==> config.mk <==
export PLATFORM = sky130hd
export DESIGN_NAME = tpo_below
export DESIGN_NICKNAME = d
export VERILOG_FILES = /design/src/tpo_pkg.sv /design/src/tpo_below.sv
export SDC_FILE = /design/constraint.sdc
export NUM_CORES = 2
export LEC_CHECK = 0
export BUFFER_PORTS_ARGS = -buffer_cell sky130_fd_sc_hd__buf_4
export CAP_MARGIN = 15
export CELL_PAD_IN_SITES_DETAIL_PLACEMENT = 1
export CELL_PAD_IN_SITES_GLOBAL_PLACEMENT = 2
export CORE_MARGIN = 1.5
export CORE_UTILIZATION = 45
export CTS_CLUSTER_SIZE = 12
export DETAILED_ROUTE_END_ITERATION = 16
export GPL_TIMING_DRIVEN = 0
export PLACE_DENSITY = 0.95
export RECOVER_POWER = 25
export SYNTH_ARGS = -nofsm -noshare
export SYNTH_HDL_FRONTEND = slang
export SYNTH_SLANG_ARGS = --single-unit
==> constraint.sdc <==
create_clock -name i_clk -period 18.8 [get_ports i_clk]
set_clock_uncertainty 0.2 [all_clocks]
set_input_delay 4.7 -clock i_clk [delete_from_list [all_inputs] [get_ports i_clk]]
set_output_delay 4.7 -clock i_clk [all_outputs]
set_load 0.01 [all_outputs]
==> src/tpo_pkg.sv <==
// shared widths, register codes and helpers for the triangle pair overlap block
`default_nettype none
package tpo_pkg;
    localparam int FRAC_BITS  = 16;
    localparam int COORD_W    = FRAC_BITS + 2;
    localparam int EDGE_W     = COORD_W + 1;
    localparam int PNT_W      = COORD_W + 3;
    localparam int ORI_W      = EDGE_W + PNT_W;
    localparam int CR_W       = 2 * COORD_W + 2;
    localparam int HALF_W     = CR_W / 2;
    localparam int PROD_W     = 2 * CR_W;
    localparam int PT_W       = 16;
    localparam int CT_W       = 44;
    localparam int CFG_W      = 44;
    localparam int N_ORI      = 24;
    localparam int IN_W       = 12 * COORD_W;

    localparam logic [PT_W-1:0] PT_RESET = PT_W'(429);
    localparam logic [CT_W-1:0] CT_RESET = CT_W'(64'd1844674407371);

    typedef enum logic {
        CFG_POINT_THR = 1'b0,
        CFG_CROSS_THR = 1'b1
    } t_cfg_idx;

    // sign extend a coordinate to point width
    function automatic logic signed [PNT_W-1:0] ext_pnt(input logic [COORD_W-1:0] v);
        ext_pnt = {{(PNT_W-COORD_W){v[COORD_W-1]}}, v};
    endfunction
endpackage
`default_nettype wire

==> src/tpo_below.sv <==
// product of two orientations below minus the crossing threshold, split multiply
`default_nettype none
module tpo_below (
    input  wire logic                           i_clk,
    input  wire logic                           i_en,
    input  wire logic signed [tpo_pkg::CR_W-1:0] i_u,
    input  wire logic signed [tpo_pkg::CR_W-1:0] i_v,
    input  wire logic [tpo_pkg::CT_W-1:0]       i_thr,
    output logic                                o_below
);
    localparam int HW = tpo_pkg::HALF_W;
    localparam int CW = tpo_pkg::CR_W;
    localparam int PW = tpo_pkg::PROD_W;

    logic [CW-1:0]   mu, mv;
    logic            opp;
    logic            r_opp;
    logic [2*HW-1:0] r_hh, r_hl, r_lh, r_ll;
    logic [PW-1:0]   prod;

    // magnitudes and strict opposite signs
    always_comb begin
        mu  = i_u[CW-1] ? CW'(-i_u) : CW'(i_u);
        mv  = i_v[CW-1] ? CW'(-i_v) : CW'(i_v);
        opp = (i_u != '0) && (i_v != '0) && (i_u[CW-1] != i_v[CW-1]);
    end

    // partial products
    always_ff @(posedge i_clk) begin
        if (i_en) begin
            r_opp <= opp;
            r_hh  <= mu[CW-1:HW] * mv[CW-1:HW];
            r_hl  <= mu[CW-1:HW] * mv[HW-1:0];
            r_lh  <= mu[HW-1:0] * mv[CW-1:HW];
            r_ll  <= mu[HW-1:0] * mv[HW-1:0];
        end
    end

    // sum partials and compare
    always_comb begin
        prod = {r_hh, {(2*HW){1'b0}}} + {{HW{1'b0}}, r_hl, {HW{1'b0}}}
             + {{HW{1'b0}}, r_lh, {HW{1'b0}}} + {{(2*HW){1'b0}}, r_ll};
        o_below = r_opp && (prod > {{(PW-tpo_pkg::CT_W){1'b0}}, i_thr});
    end
endmodule
`default_nettype wire

==> run_results.csv <==
group,metric,value,unit
drt,wirelength,234000,um
worst_setup_path,crit_top_cell,"fa_1",
die,core,126000,um^2
layout,area_growth,7.38,%
worst_setup_path,worstSetupPathType,"in -> reg",
die,rows,130,
placed_design,place_area,60300,um^2
job,cap_violations,2,
timing,worst_pin_slew,5.66,ns
logic_synthesis,synth_edf_count,153,
drt,vias,48600,
drt,wl_per_cell,27.8,um
drt,drtIter0Drc,4334,
logic_synthesis,muxShareOfSynthArea,0.106,%
worst_hold_path,holdCritPathClass,"in -> reg",
placed_design,port_buffers,119,
logic_synthesis,synthArstFlopShare,0,%
global_route,track_usage,36.9,%
logic_synthesis,synth_compound_area_share,6.58,%
timing,fin_crit,17.05,ns
logic_synthesis,synth_cell_types,78,
clocking,cts_max_path_buffers,2,
drt,drtPass1Iterations,5,
clocking,numCtsBuffers,17,
worst_setup_path,cp_slowest_cell,"clkbuf_1",
logic_synthesis,yosysWarnings,0,
layout,fin_util,48.7,%
timing,max-slew-margin-rel,-277,%
die,io_pins,123,
timing,hold_viol,0,
clocking,cts_hold_buf,0,
die,dieArea,129000,um^2
timing,drv_slew,156,
die,start_util,45.3,%
timing,final.period_utilization,90.7,%
global_route,grt_pass1_vias,52000,
logic_synthesis,synth-xor-area-share,4.64,%
logic_synthesis,synth_nets,8438,
logic_synthesis,syn_avg_cell_area,8.69,um^2
logic_synthesis,ys_seq_area_share,8.07,%
logic_synthesis,synthAdderAreaFrac,54.6,%
clocking,cts_tree,"yes",
clocking,cts_resized,0,
logic_synthesis,synth-simple-area-share,14.3,%
logic_synthesis,synth_top_family_by_area,"adder cells",
drt,via_per_inst,5.78,
logic_synthesis,synth_area,56900,um^2
run_status,status,"finished, violations left",
clocking,cts.clk_slew.worst_paths,0.07,ns
timing,rsz0062_at_grt,"no",
run_status,failed_checks,"capacitance limit, slew limit",
worst_setup_path,critPathArrivalTime,17.10,ns
timing,setup_viol,0,
logic_synthesis,netlist_instances,6549,
timing,max_freq,58.7,MHz
logic_synthesis,synth_seq_cells,153,
die,die_w,359,um
die,dieHeight,359,um
clocking,cts_root_buf,"clkbuf_16",
global_route,grt-ovfl-total,0,
logic_synthesis,ys_dominant_reg_cell,"edfxtp_1",
global_route,grt_max_degree,105,
worst_setup_path,required,18.85,ns
layout,final_area,61100,um^2
global_route,grt_pass1_wl,339000,um
layout,layout_commonest_cell,"inv_1",
placed_design,gp_congestion,1.03,
drt,detail-route-antenna-nets,0,
layout,drive_gt1_share,3.75,%
worst_setup_path,endpoint_kind,"flop",
placed_design,hpwl,202000,um
worst_setup_path,start_kind,"input pin",
timing,fin_tns_setup,0,ns
clocking,cts_sinks,153,
global_route,antenna_found_initial,25,
clocking,cts_max_level,4,
layout,fin_nets,8623,
layout,mostFrequentLayoutCells,"inv_1 (1498), fa_1 (1191), nand2_1 (989)",
clocking,cts_setup_buffers,0,
drt,drc_errors,0,
worst_setup_path,slowest_delay,0.82,ns
worst_setup_path,worstPathMaxFanout,10,
[Yosys cell counts, types with 37 or more instances]
cell	count	area share, %
a21o_1	81	1.1
xnor2_1	188	2.9
o21ai_0	91	0.80
nor3_1	44	0.39
xor2_1	110	1.7
nor2_1	694	4.6
ha_1	576	13
fa_1	1191	42
edfxtp_1	153	8.1
nand4_1	37	0.41
nand3_1	44	0.39
inv_1	1498	9.9
nand2_1	989	6.5
clkbuf_1	259	1.7
a21oi_1	178	1.6
[per-stage QoR]
step | worst slack (ns) | hold slack (ns) | instances
after floorplan | 4.58 | 4.61 | 6549
after global placement | 1.33 | 5.18 | 8318
after detailed placement | 1.44 | 4.97 | 8349
after CTS | 1.94 | 4.41 | 8381
after global routing | 1.43 | 4.74 | 8398
final | 1.75 | 4.77 | 8409
[layout make-up]
| type | instances | area [um^2] |
|---|---|---|
| inverter | 1499 | 5630 |
| antenna | 12 | 30.0 |
| sequential | 153 | 4590 |
| multi-input combinational | 4627 | 45800 |
| buffer | 270 | 1040 |
| timing repair buffer | 166 | 1390 |
| clock inverter | 15 | 170 |
| fill | 15000 | 64500 |
| clock buffer | 17 | 425 |
| tap | 1650 | 2060 |
[sequential cells by signal, indices dropped and copies added (netlist names)]
register	flops
r_hh	38
r_hl	38
r_lh	38
r_ll	38
r_opp	1
[logic make-up after synthesis]
family                   after synthesis
AND/OR/NAND/NOR                     1981
buffers and inverters               1769
adder cells (fa/ha/maj)             1767
AO/OA/AOI/OAI                        574
XOR/XNOR                             299
flip-flops                           153
multiplexers                           6
[critical path: cells and delay by family]
kind	cells	cell delay, ns
compound gates	9	2.07
xor+xnor	2	0.24
simple gates	12	3.44
buf+inv	8	2.82
fa+ha+maj	8	3.75
[worst paths after layout]
path	from	end	slack, ns	cells past startpoint
worst max-delay path	i_u[0]	r_hl[34]	1.75	39
worst min-delay path	i_u[0]	r_lh[0]	4.77	3
[layer usage]
layer  GRT usage (%)  vias to the layer above  wire length, um
li1                -                    20200                -
met1            47.3                    25200            90800
met2            55.4                     2553           101000
met3            10.6                      643            25700
met4            22.0                       20            15900
met5               0                        -              137
Power is left out: the tool's default activity adds up to more than one toggle a clock period on the data nets, which glitch-free logic cannot reach.
